--- config.mk ---
export PLATFORM = sky130hd
export DESIGN_NAME = cross_mean_smoothing_filter_top
export DESIGN_NICKNAME = d
export VERILOG_FILES = /design/src/design/cmsf_pkg.sv /design/src/design/cmsf_div.sv /design/src/design/cross_mean_smoothing_filter_top.sv
export SDC_FILE = /design/constraint.sdc
export NUM_CORES = 2
export LEC_CHECK = 0
export ABC_CLOCK_PERIOD_IN_PS = 23900
export BUFFER_PORTS_ARGS = -buffer_cell sky130_fd_sc_hd__buf_2
export CORE_MARGIN = 2
export CORE_UTILIZATION = 45
export CTS_BUF_LIST = sky130_fd_sc_hd__clkbuf_4 sky130_fd_sc_hd__clkbuf_8
export DETAILED_ROUTE_END_ITERATION = 8
export PLACE_DENSITY = 0.62
export SETUP_SLACK_MARGIN = 0.15
export SLEW_MARGIN = 20
export SYNTH_ARGS = -nofsm -noshare
export SYNTH_HDL_FRONTEND = slang
export SYNTH_SLANG_ARGS = --single-unit
--- constraint.sdc ---
create_clock -name clk -period 23.9 [get_ports clk]
set_input_delay 3.585 -clock clk [delete_from_list [all_inputs] [get_ports clk]]
set_output_delay 3.585 -clock clk [all_outputs]
set_load 0.1 [all_outputs]
--- src/design/cmsf_pkg.sv ---
// ----------------------------------------------------------------------------
// cmsf_pkg
// Shared types, widths and constants for the five-point cross mean filter.
// ----------------------------------------------------------------------------
`default_nettype none

package cmsf_pkg;

  localparam int PIXEL_WIDTH = 16;
  localparam int MAX_COLS    = 64;
  localparam int COL_W       = (MAX_COLS > 1) ? $clog2(MAX_COLS) : 1;

  localparam int ROW_W       = 12;
  localparam int COLCNT_W    = 7;
  localparam int CFG_DATA_W  = 12;
  localparam int CFG_INDEX_W = 1;

  localparam logic [CFG_INDEX_W-1:0] REG_ROW_COUNT = 1'b0;
  localparam logic [CFG_INDEX_W-1:0] REG_COL_COUNT = 1'b1;

  localparam int MAX_TERMS = 5;
  localparam int CNT_W     = 3;
  localparam int SUM_W     = PIXEL_WIDTH + 3;
  localparam int MAG_W     = SUM_W - 1;
  localparam int DIV_SHIFT = MAG_W + 2;
  localparam int RECIP_W   = DIV_SHIFT + 1;
  localparam int PROD_W    = MAG_W + RECIP_W;
  localparam int QD_W      = MAG_W + CNT_W;

  localparam logic [RECIP_W-1:0] RECIP_1 = RECIP_W'((2 ** DIV_SHIFT) / 1);
  localparam logic [RECIP_W-1:0] RECIP_2 = RECIP_W'((2 ** DIV_SHIFT) / 2);
  localparam logic [RECIP_W-1:0] RECIP_3 = RECIP_W'((2 ** DIV_SHIFT) / 3);
  localparam logic [RECIP_W-1:0] RECIP_4 = RECIP_W'((2 ** DIV_SHIFT) / 4);
  localparam logic [RECIP_W-1:0] RECIP_5 = RECIP_W'((2 ** DIV_SHIFT) / 5);

  // result slots of one pixel, one-hot
  localparam logic [2:0] RES_UPPER = 3'b001;
  localparam logic [2:0] RES_LEFT  = 3'b010;
  localparam logic [2:0] RES_TAIL  = 3'b100;

  typedef enum logic [2:0] {
    ST_IDLE,
    ST_RD0,
    ST_RD1,
    ST_RD2,
    ST_WR,
    ST_SUM,
    ST_MUL,
    ST_DIV
  } state_t;

  typedef struct packed {
    logic signed [SUM_W-1:0] sum;
    logic [CNT_W-1:0]        cnt;
  } div_req_t;

  function automatic logic [RECIP_W-1:0] recip(input logic [CNT_W-1:0] cnt);
    logic [RECIP_W-1:0] k;
    case (cnt)
      3'd1: k = RECIP_1;
      3'd2: k = RECIP_2;
      3'd3: k = RECIP_3;
      3'd4: k = RECIP_4;
      3'd5: k = RECIP_5;
      default: k = RECIP_1;
    endcase
    return k;
  endfunction

  function automatic logic signed [SUM_W-1:0] sx(input logic signed [PIXEL_WIDTH-1:0] v);
    return SUM_W'(v);
  endfunction

endpackage

`default_nettype wire

--- src/design/cmsf_div.sv ---
// ----------------------------------------------------------------------------
// cmsf_div
// Signed divide of a neighborhood sum by a count of 1 to 5, truncating
// toward zero: reciprocal multiply, registered, then one-step correction.
// ----------------------------------------------------------------------------
`default_nettype none

module cmsf_div (
  input  wire logic                                    clk,
  input  wire logic                                    load,
  input  wire cmsf_pkg::div_req_t                      req,
  output logic signed [cmsf_pkg::PIXEL_WIDTH-1:0]      quotient
);

  logic                               neg;
  logic signed [cmsf_pkg::SUM_W-1:0]  abs_sum;
  logic [cmsf_pkg::MAG_W-1:0]         mag;
  logic [cmsf_pkg::PROD_W-1:0]        prod;

  logic [cmsf_pkg::MAG_W-1:0]         q0;
  logic [cmsf_pkg::MAG_W-1:0]         mag_r;
  logic [cmsf_pkg::CNT_W-1:0]         cnt_r;
  logic                               neg_r;

  logic [cmsf_pkg::QD_W-1:0]          qd;
  logic [cmsf_pkg::QD_W-1:0]          rem;
  logic [cmsf_pkg::MAG_W-1:0]         q;
  logic [cmsf_pkg::MAG_W-1:0]         signed_q;

  always_comb begin
    neg     = req.sum[cmsf_pkg::SUM_W-1];
    abs_sum = neg ? -req.sum : req.sum;
    mag     = abs_sum[cmsf_pkg::MAG_W-1:0];
    prod    = cmsf_pkg::PROD_W'(mag) * cmsf_pkg::PROD_W'(cmsf_pkg::recip(req.cnt));
  end

  always_ff @(posedge clk) begin
    if (load) begin
      q0    <= prod[cmsf_pkg::DIV_SHIFT+cmsf_pkg::MAG_W-1:cmsf_pkg::DIV_SHIFT];
      mag_r <= mag;
      cnt_r <= req.cnt;
      neg_r <= neg;
    end
  end

  // estimate is low by at most one
  always_comb begin
    qd       = cmsf_pkg::QD_W'(q0) * cmsf_pkg::QD_W'(cnt_r);
    rem      = cmsf_pkg::QD_W'(mag_r) - qd;
    q        = (rem >= cmsf_pkg::QD_W'(cnt_r)) ? q0 + cmsf_pkg::MAG_W'(1) : q0;
    signed_q = neg_r ? -q : q;
    quotient = signed_q[cmsf_pkg::PIXEL_WIDTH-1:0];
  end

endmodule

`default_nettype wire

--- src/design/cross_mean_smoothing_filter_top.sv ---
// ----------------------------------------------------------------------------
// cross_mean_smoothing_filter_top
// Sequence: a taken pixel word passes RD0, RD1, RD2 and the store write WR,
//   then each of its results passes SUM, MUL and DIV, DIV waiting while the
//   output word is held. No new pixel is taken before the last is done, a pace
//   set by the single read port of each line store and the shared divider.
// Reset: counts go to 1, row/column position and store select to 0; the line
//   stores are not cleared.
// ----------------------------------------------------------------------------
`default_nettype none

module cross_mean_smoothing_filter_top (
  input  wire logic                                      clk,
  input  wire logic                                      rst,
  input  wire logic                                      cfg_write,
  input  wire logic [cmsf_pkg::CFG_INDEX_W-1:0]          cfg_index,
  input  wire logic [cmsf_pkg::CFG_DATA_W-1:0]           cfg_data,
  input  wire logic                                      pixel_valid,
  output logic                                           pixel_stall,
  input  wire logic signed [cmsf_pkg::PIXEL_WIDTH-1:0]   pixel_in,
  output logic                                           mean_valid,
  input  wire logic                                      mean_stall,
  output logic signed [cmsf_pkg::PIXEL_WIDTH-1:0]        mean_value,
  output logic                                           run_last,
  output logic                                           frame_last
);

  localparam int PW  = cmsf_pkg::PIXEL_WIDTH;
  localparam int CW  = cmsf_pkg::COL_W;
  localparam int NW  = cmsf_pkg::CNT_W;

  cmsf_pkg::state_t state, state_next;

  logic [cmsf_pkg::ROW_W-1:0]    row_count;
  logic [cmsf_pkg::COLCNT_W-1:0] col_count;
  logic [cmsf_pkg::ROW_W-1:0]    row_index;
  logic [CW-1:0]                 col_index;
  logic                          store_select;

  logic [cmsf_pkg::ROW_W-1:0]    rows_eff;
  logic [cmsf_pkg::COLCNT_W-1:0] cols_eff;
  logic                          is_final;
  logic                          is_end;
  logic                          accept;

  // per-pixel context
  logic [CW-1:0]         item_col;
  logic                  item_sel;
  logic signed [PW-1:0]  item_pixel;
  logic                  item_final;
  logic                  item_end;
  logic                  c_ge1, c_ge2, r_ge1, r_ge2;

  // line stores
  logic signed [PW-1:0]  mem_a [cmsf_pkg::MAX_COLS];
  logic signed [PW-1:0]  mem_b [cmsf_pkg::MAX_COLS];
  logic signed [PW-1:0]  rd_a, rd_b;
  logic [CW-1:0]         prev_addr, older_addr, addr_a, addr_b;
  logic signed [PW-1:0]  prev_rd, older_rd;
  logic                  mem_we, we_a, we_b;

  logic signed [PW-1:0]  p_m1, p_0, p_p1, o_m2, o_m1, o_0;

  logic [2:0]            pend, pend_init, cur, rest;
  logic                  sum_load, div_load, out_load;

  cmsf_pkg::div_req_t    req_comb, div_req;
  logic                  res_last, res_frame;
  logic signed [PW-1:0]  quotient;

  assign accept      = pixel_valid && !pixel_stall;
  assign pixel_stall = (state != cmsf_pkg::ST_IDLE);

  always_comb begin
    rows_eff = (row_count == '0) ? cmsf_pkg::ROW_W'(1) : row_count;
    if (col_count == '0) begin
      cols_eff = cmsf_pkg::COLCNT_W'(1);
    end else if (col_count > cmsf_pkg::COLCNT_W'(cmsf_pkg::MAX_COLS)) begin
      cols_eff = cmsf_pkg::COLCNT_W'(cmsf_pkg::MAX_COLS);
    end else begin
      cols_eff = col_count;
    end
    is_final = ({1'b0, row_index} + (cmsf_pkg::ROW_W+1)'(1)) >= {1'b0, rows_eff};
    is_end   = (cmsf_pkg::COLCNT_W'(col_index) + cmsf_pkg::COLCNT_W'(1)) >= cols_eff;
  end

  // configuration and frame position
  always_ff @(posedge clk) begin
    if (rst) begin
      row_count    <= cmsf_pkg::ROW_W'(1);
      col_count    <= cmsf_pkg::COLCNT_W'(1);
      row_index    <= '0;
      col_index    <= '0;
      store_select <= 1'b0;
    end else begin
      if (cfg_write) begin
        case (cfg_index)
          cmsf_pkg::REG_ROW_COUNT: row_count <= cfg_data[cmsf_pkg::ROW_W-1:0];
          cmsf_pkg::REG_COL_COUNT: col_count <= cfg_data[cmsf_pkg::COLCNT_W-1:0];
          default: ;
        endcase
      end
      if (accept) begin
        if (is_end) begin
          col_index    <= '0;
          row_index    <= is_final ? '0 : row_index + cmsf_pkg::ROW_W'(1);
          store_select <= !store_select;
        end else begin
          col_index <= col_index + CW'(1);
        end
      end
    end
  end

  always_ff @(posedge clk) begin
    if (accept) begin
      item_col   <= col_index;
      item_sel   <= store_select;
      item_pixel <= pixel_in;
      item_final <= is_final;
      item_end   <= is_end;
      c_ge1      <= (col_index >= CW'(1));
      c_ge2      <= (col_index >= CW'(2)) && (cmsf_pkg::MAX_COLS > 2);
      r_ge1      <= (row_index >= cmsf_pkg::ROW_W'(1));
      r_ge2      <= (row_index >= cmsf_pkg::ROW_W'(2));
    end
  end

  // next state
  always_comb begin
    state_next = state;
    case (state)
      cmsf_pkg::ST_IDLE: if (accept) state_next = cmsf_pkg::ST_RD0;
      cmsf_pkg::ST_RD0:  state_next = cmsf_pkg::ST_RD1;
      cmsf_pkg::ST_RD1:  state_next = cmsf_pkg::ST_RD2;
      cmsf_pkg::ST_RD2:  state_next = cmsf_pkg::ST_WR;
      cmsf_pkg::ST_WR: begin
        state_next = (pend_init == 3'b000) ? cmsf_pkg::ST_IDLE : cmsf_pkg::ST_SUM;
      end
      cmsf_pkg::ST_SUM:  state_next = cmsf_pkg::ST_MUL;
      cmsf_pkg::ST_MUL:  state_next = cmsf_pkg::ST_DIV;
      cmsf_pkg::ST_DIV: begin
        if (out_load) begin
          state_next = (rest == 3'b000) ? cmsf_pkg::ST_IDLE : cmsf_pkg::ST_SUM;
        end
      end
      default: state_next = cmsf_pkg::ST_IDLE;
    endcase
  end

  // state outputs
  always_comb begin
    prev_addr  = item_col;
    older_addr = item_col;
    mem_we     = 1'b0;
    sum_load   = 1'b0;
    div_load   = 1'b0;
    out_load   = 1'b0;
    case (state)
      cmsf_pkg::ST_RD0: begin
        prev_addr  = item_col - CW'(1);
        older_addr = item_col - CW'(2);
      end
      cmsf_pkg::ST_RD1: begin
        prev_addr  = item_col;
        older_addr = item_col - CW'(1);
      end
      cmsf_pkg::ST_RD2: begin
        prev_addr  = item_col + CW'(1);
        older_addr = item_col;
      end
      cmsf_pkg::ST_WR:  mem_we   = 1'b1;
      cmsf_pkg::ST_SUM: sum_load = 1'b1;
      cmsf_pkg::ST_MUL: div_load = 1'b1;
      cmsf_pkg::ST_DIV: out_load = !mean_valid || !mean_stall;
      default: ;
    endcase
  end

  always_ff @(posedge clk) begin
    if (rst) begin
      state <= cmsf_pkg::ST_IDLE;
    end else begin
      state <= state_next;
    end
  end

  // store select picks the previous row; the other store is overwritten
  assign addr_a   = item_sel ? older_addr : prev_addr;
  assign addr_b   = item_sel ? prev_addr : older_addr;
  assign prev_rd  = item_sel ? rd_b : rd_a;
  assign older_rd = item_sel ? rd_a : rd_b;
  assign we_a     = mem_we && item_sel;
  assign we_b     = mem_we && !item_sel;

  always_ff @(posedge clk) begin
    if (we_a) begin
      mem_a[item_col] <= item_pixel;
    end
    rd_a <= mem_a[addr_a];
  end

  always_ff @(posedge clk) begin
    if (we_b) begin
      mem_b[item_col] <= item_pixel;
    end
    rd_b <= mem_b[addr_b];
  end

  always_ff @(posedge clk) begin
    case (state)
      cmsf_pkg::ST_RD1: begin
        p_m1 <= prev_rd;
        o_m2 <= older_rd;
      end
      cmsf_pkg::ST_RD2: begin
        p_0  <= prev_rd;
        o_m1 <= older_rd;
      end
      cmsf_pkg::ST_WR: begin
        p_p1 <= prev_rd;
        o_0  <= older_rd;
      end
      default: ;
    endcase
  end

  // pending results of the current pixel
  always_comb begin
    pend_init = {item_final && item_end, item_final && c_ge1, r_ge1};
    cur       = pend & (~pend + 3'b001);
    rest      = pend & ~cur;
  end

  always_ff @(posedge clk) begin
    if (rst) begin
      pend <= 3'b000;
    end else if (state == cmsf_pkg::ST_WR) begin
      pend <= pend_init;
    end else if (out_load) begin
      pend <= rest;
    end
  end

  always_comb begin
    case (cur)
      cmsf_pkg::RES_UPPER: begin
        req_comb.sum = cmsf_pkg::sx(p_0) + cmsf_pkg::sx(item_pixel)
                     + (c_ge1 ? cmsf_pkg::sx(p_m1) : '0)
                     + (!item_end ? cmsf_pkg::sx(p_p1) : '0)
                     + (r_ge2 ? cmsf_pkg::sx(o_0) : '0);
        req_comb.cnt = NW'(2) + NW'(c_ge1) + NW'(!item_end) + NW'(r_ge2);
      end
      cmsf_pkg::RES_LEFT: begin
        req_comb.sum = cmsf_pkg::sx(o_m1) + cmsf_pkg::sx(item_pixel)
                     + (c_ge2 ? cmsf_pkg::sx(o_m2) : '0)
                     + (r_ge1 ? cmsf_pkg::sx(p_m1) : '0);
        req_comb.cnt = NW'(2) + NW'(c_ge2) + NW'(r_ge1);
      end
      default: begin
        req_comb.sum = cmsf_pkg::sx(item_pixel)
                     + (c_ge1 ? cmsf_pkg::sx(o_m1) : '0)
                     + (r_ge1 ? cmsf_pkg::sx(p_0) : '0);
        req_comb.cnt = NW'(1) + NW'(c_ge1) + NW'(r_ge1);
      end
    endcase
  end

  always_ff @(posedge clk) begin
    if (sum_load) begin
      div_req   <= req_comb;
      res_last  <= (rest == 3'b000);
      res_frame <= (cur == cmsf_pkg::RES_TAIL);
    end
  end

  cmsf_div u_div (
    .clk      (clk),
    .load     (div_load),
    .req      (div_req),
    .quotient (quotient)
  );

  // output word register
  always_ff @(posedge clk) begin
    if (rst) begin
      mean_valid <= 1'b0;
    end else if (out_load) begin
      mean_valid <= 1'b1;
    end else if (!mean_stall) begin
      mean_valid <= 1'b0;
    end
  end

  always_ff @(posedge clk) begin
    if (out_load) begin
      mean_value <= quotient;
      run_last   <= res_last;
      frame_last <= res_frame;
    end
  end

  a_frame_run: assert property (@(posedge clk) disable iff (rst)
    mean_valid && frame_last |-> run_last)
    else $error("frame end word without run end");

  a_cnt_range: assert property (@(posedge clk) disable iff (rst)
    state == cmsf_pkg::ST_MUL |->
      (div_req.cnt != '0) && (div_req.cnt <= NW'(cmsf_pkg::MAX_TERMS)))
    else $error("divisor out of range");

  a_div_pend: assert property (@(posedge clk) disable iff (rst)
    (state == cmsf_pkg::ST_SUM || state == cmsf_pkg::ST_DIV) |-> pend != 3'b000)
    else $error("result stage with nothing pending");

endmodule

`default_nettype wire

# Word-level counts from Yosys, hierarchy flattened
# Memory sizes are Yosys's and may differ from the RTL's. A register that Yosys moved wholly into a read port is not among the register bits.
# Index checks and enable logic that the tools add are counted.
[classes] n_addsub=28 n_mul=2 n_div=0 n_lt_le_gt_ge=8 eq_ne=17 shifts=0 muxes=40 bitwise=5 n_reduce_logical=23
[op_table] operator="$add A19 B19 Y19" n=7
[op_table] operator="$mux W19" n=7
[op_table] operator="$pmux W21 S4" n=1
[op_table] operator="$mux W16" n=4
[op_table] operator="$pmux W22 S2" n=1
[op_table] operator="$mul A18 B21 Y38" n=1
[op_table] operator="$add A16 B16 Y17" n=2
[op_table] operator="$mux W12" n=2
[op_table] operator="$pmux W3 S8" n=1
[op_table] operator="$pmux W6 S2" n=2
[op_table] operator="$eq A3 B3 Y1 const B" n=7
[op_table] operator="$ge A21 B3 Y1" n=1
[op_table] operator="$mul A18 B3 Y21" n=1
[op_table] operator="$sub A18 B21 Y21" n=1
[op_table] operator="$mux W18" n=1
[op_table] operator="$mux W3" n=6
[op_table] operator="$mux W6" n=3
[op_table] operator="$neg A18 Y18" n=1
[op_table] operator="$add A16 B1 Y16 const B" n=1
[op_table] operator="$neg A16 Y16" n=1
[op_table] operator="$eq A3 B2 Y1 const B" n=5
[op_table] operator="$mux W7" n=2
[op_table] operator="$add A12 B1 Y13 const B" n=1
[op_table] operator="$ge A13 B12 Y1" n=1
[op_table] operator="32 further kinds" n=63
[word_totals] register_bits=252 latch_bits=0 mem_bits_rw=2048 romBits=0 input_bits=34 out_inout_bits=20 elab_cells=159 memories=2
[memory_table] memory="mem_a" words=64 width=16 rd=1 rd_ports_with_merged_regs=1 wr=1 line="cross_mean_smoothing_filter_top.sv:55" text="logic signed [PW-1:0] mem_a [cmsf_pkg::MAX_COLS];"
[memory_table] memory="mem_b" words=64 width=16 rd=1 rd_ports_with_merged_regs=1 wr=1 line="cross_mean_smoothing_filter_top.sv:56" text="logic signed [PW-1:0] mem_b [cmsf_pkg::MAX_COLS];"

# Longest topological paths before layout
[logic_depth] word_depth=9 depth_mapped=34 mapped_depth_nobuf=34

# By module
# Synthesis repeated with hierarchy kept, for this count alone.
[unflattened] hier_cells=6859 area_unflattened_um2=108048.6
[by_module_without_submodules] mod="cross_mean_smoothing_filter_top" instances=1 cells_each=5495 area_each_um2=95824.4 seq_area_each_um2=68055.3
[by_module_without_submodules] mod="cmsf_div" instances=1 cells_each=1364 area_each_um2=12224.2 seq_area_each_um2=1201.2

# Worst setup path before layout
# Ideal clock, no wire load.
[synth_timing] kind="reg2reg" from="reg div_req[3] (netlist bit)" to="reg u_div.q0[17] (netlist bit) (data pin)" setup_time_ns=0.260 t_arrival_ns=7.711 t_required_ns=23.640 path_slack_ns=15.929 stages_incl_launch_ff=29 path_buffers=0 period_less_slack_ns=7.971 path_cell_list="edfxtp_1 > or3_1 > or3_1 > o41ai_1 > nand2_1 > xnor2_1 > nor2_1 > nor2_1 > fa_1 > fa_1 > inv_1 > fa_1 > fa_1 > fa_1 > inv_1 > fa_1 > inv_1 > ha_1 > or3_1 > a221oi_1 > a211oi_1 > o2111ai_1 > nand3_1 > a21oi_1 > o31ai_1 > o311ai_0 > nand2b_1 > a21oi_1 > xnor2_1"
[synth_via] elab_chain_cells=3
[synth_rtl] element="start: declaration" line="cross_mean_smoothing_filter_top.sv:67" text="cmsf_pkg::div_req_t req_comb, div_req;"
[synth_rtl] element="start signal: assignment" line="cross_mean_smoothing_filter_top.sv:271" text="div_req <= req_comb;"
[synth_rtl] element="$neg A18 Y18" line="cmsf_div.sv:32" text="abs_sum = neg ? -req.sum : req.sum;"
[synth_rtl] element="$mux W18 *" line="cmsf_div.sv:32"
[synth_rtl] element="$mul A18 B21 Y38 *" line="cmsf_div.sv:34" text="prod = cmsf_pkg::PROD_W'(mag) * cmsf_pkg::PROD_W'(cmsf_pkg::recip(req.cnt));"
[synth_rtl] element="net u_div.prod, one bit" line="cmsf_div.sv:18" text="logic [cmsf_pkg::PROD_W-1:0] prod;"
[synth_rtl] element="end signal: assignment" line="cmsf_div.sv:39" text="q0 <= prod[cmsf_pkg::DIV_SHIFT+cmsf_pkg::MAG_W-1:cmsf_pkg::DIV_SHIFT];"
[synth_rtl] element="end: declaration" line="cmsf_div.sv:20" text="logic [cmsf_pkg::MAG_W-1:0] q0;"
# The timed path passes the listed nets; every way through them passes the cells marked *.
# A chain may end at the register's enable or synchronous reset.

# Worst setup path after layout
# Same ends and word-level chain as after synthesis.

==> results.yml <==
setup_path:
  crit_arrival_ps: 9880
  startpoint_type: "flip-flop"
  critPathRequiredTime_ps: 24720
  worst_path_most_repeated_cell: "fa_1"
  worstSetupPathType: "reg -> reg"
  critPathMaxFanout: 6
  cp_slowest_stage_delay_ps: 580
  critical_path.slowest_cell: "fa_1"
  end_kind: "flip-flop"
die:
  core_area_um2: 235000
  rows: 178
  fp.dieH_um: 490
  start_util: 0.453
  die_area_um2: 241000
  die_x_um: 490
  ios: 54
timing:
  rsz0062_at_grt: "false"
  period_share: 0.379
  setup-violations-final: 0
  clock_skew_ps: 159
  whs_ps: 455
  relSlewSlack: 0.241
  finalHoldViolCount: 0
  fin_setup_tns_ps: 0
  period_minus_slack_ps: 9060
  fmax_mhz: 110
  drv_slew: 0
  tightest_slew_ps: 1140
cts:
  path_clk_slew_ps: 70
  postCtsSetupBuffers: 0
  cts_sinks: 2332
  cts_made_buffers: 393
  clockBufferDepth: 4
  holdBufCountCts: 0
  clkLatencyLatePin_ps: 1130
  cts_tree: "built"
  post_cts_resized: 0
  cts_max_level: 5
  cts_root_buffer: "clkbuf_8"
synthesis:
  ys_warn_count: 0
  synth_nets: 6941
  yosysMostFrequentCell: "edfxtp_1"
  synth_top_area_frac: 0.636
  synthCells: 6366
  synth-seq-cells: 2332
  syn-cell-area_um2: 106000
  synth_area_leaders: "edfxtp_1, mux4_2, fa_1, ha_1, inv_1"
  synth_edf_count: 2255
  synthFlopType: "edfxtp_1"
  yosysTopAreaCell: "edfxtp_1"
  ys_types: 85
  synthArstFlopShare: 0
  synth-seq-area-share: 0.650
  synthTopCellsByCount: "edfxtp_1, mux4_2, inv_1"
  synth.avg_cell_area_um2: 16.7
power_and_ir_drop:
  irDropWorstVdd_mv: 0.0708
  power.density_nw_per_um2: 85.2
  p_leak_nw: 41.1
job:
  drv_cap: 0
global_routing:
  grt_pass1_vias: 59047
  grt_overflow: 0
  grt_pass1_wl_um: 387000
  antenna_found_initial: 17
  grt_usage: 0.216
  grt_start_max_net_pins: 143
layout:
  nFillCells: 19447
  final_nets: 7281
  drive_gt1_frac: 0.222
  area_delta_synth_final_pct: 11.7
drt:
  dr.pass1.iters: 6
  routed_wirelength_um: 261000
  num_vias: 57352
  drc: 0
  ant_nets: 0
  via_per_inst: 5.66
  wire_per_inst_um: 25.7
  drt_iter0_markers: 5628
outcome:
  outcome: "completed"
worst_hold_path:
  hp-class: "reg -> reg"
placed_design:
  gp_congestion: 0.865
  dpl.hpwl_um: 161000
  portBuffers: 53
[worst max-delay path, delay by kind of cell, from the launching register on]
kind / cells / cell delay [ps]
fa+ha+maj: 7 / 3200
compound gates: 8 / 2490
flops: 1 / 460
buf+inv: 3 / 190
simple gates: 8 / 2080
xor+xnor: 2 / 470
[kinds of logic (layout without fill, tap and decap cells)]
family	after synthesis	in the layout	share of synthesized area
flip-flops	2332	2332	0.650
AND/OR/NAND/NOR	1074	1074	0.0483
multiplexers	773	773	0.134
buffers and inverters	760	1379	0.0271
AO/OA/AOI/OAI	718	718	0.0436
adder cells (fa/ha/maj)	541	541	0.0825
XOR/XNOR	168	168	0.0138
other	0	4	0
[final cells by class]
cell class,count,area (um2),share of cell area
repair buffers,241,1850,0.0155
well taps,3150,3940,0.0331
clock inverters,116,669,0.00563
flip-flops and latches,2332,69300,0.582
inverters,464,1740,0.0146
multi-input cells,3274,34700,0.291
clock buffers,558,6790,0.0571
diodes,4,10.0,0.0000842
[layer usage]
layer  global-route usage  vias up  part of all wire
li1                     -    25049                 -
met1                0.315    29982              0.44
met2                0.340     1988              0.47
met3               0.0362      331             0.073
met4               0.0543        2             0.021
met5                    0        -          0.000050
[report_power, final]
| part | total, mW | switching [mW] | internal (mW) |
|---|---|---|---|
| Sequential | 4.67 | 0.0650 | 4.61 |
| Clock | 3.42 | 1.54 | 1.88 |
| Combinational | 2.04 | 1.19 | 0.846 |
[metrics by stage]
stage | util | area (um2) | std cells | total power [mW] | setup WS, ps
after CTS | 0.505 | 119000 | 10134 | 10.2 | 14820
after global placement | 0.474 | 111000 | 9460 | 6.79 | 14880
after floorplan | - | 106000 | 6366 | 6.14 | 15930
after global routing | 0.506 | 119000 | 10137 | 10.6 | 14060
final | 0.506 | 119000 | 10139 | 10.1 | 14840
after detailed placement | 0.474 | 111000 | 9460 | 6.80 | 14780
[flip-flops by register name (all words and copies together) (netlist names), 3 cells and up]
| name | flops |
|---|---|
| o_m1 | 16 |
| row_index | 12 |
| item_col | 6 |
| item_pixel | 16 |
| p_p1 | 16 |
| u_div.q0 | 18 |
| div_req | 22 |
| col_index | 6 |
| mean_value | 16 |
| u_div.mag_r | 18 |
| state | 3 |
| pend | 3 |
| o_m2 | 16 |
| rd_b | 16 |
| mem_a | 1024 |
| col_count | 7 |
| p_0 | 16 |
| p_m1 | 16 |
| mem_b | 1024 |
| o_0 | 16 |
| u_div.cnt_r | 3 |
| row_count | 12 |
| rd_a | 16 |
[placed cells by master (no fill, tap or decap), types with 53 or more instances in the layout]
cell type  synthesis  final
nand3_1           55     54
buf_2             13     53
clkinv_1           1     79
a21oi_1          209    207
and2_1           122    121
nor2b_1           88     88
nand2_1          332    332
nor2_1           282    252
a211oi_1         133    133
o21ai_0          136    136
clkbuf_8           0    416
inv_1            463    463
mux4_2           512    512
xnor2_1          103    101
xor2_1            65     65
edfxtp_1        2255   2255
mux2i_1          145    137
ha_1             273    273
dfxtp_1           77     77
clkbuf_4           0    142
fa_1             268    268
mux2_2           115    115
buf_4              0    175
[worst paths after layout]
| kind | depth (start not counted) | slack, ps | to | from |
|---|---|---|---|---|
| min reg2reg | 0 | 460 | item_sel$_DFFE_PP_ | store_select$_SDFFE_PP0P_ |
| max reg2reg | 28 | 14840 | u_div.q0[17]$_DFFE_PP_ | div_req[3]$_DFFE_PP_ |
| max | 28 | 14840 | u_div.q0[17]$_DFFE_PP_ | div_req[3]$_DFFE_PP_ |
| min | 0 | 460 | item_sel$_DFFE_PP_ | store_select$_SDFFE_PP0P_ |
Note: power is estimated with default switching activity, not from simulation.
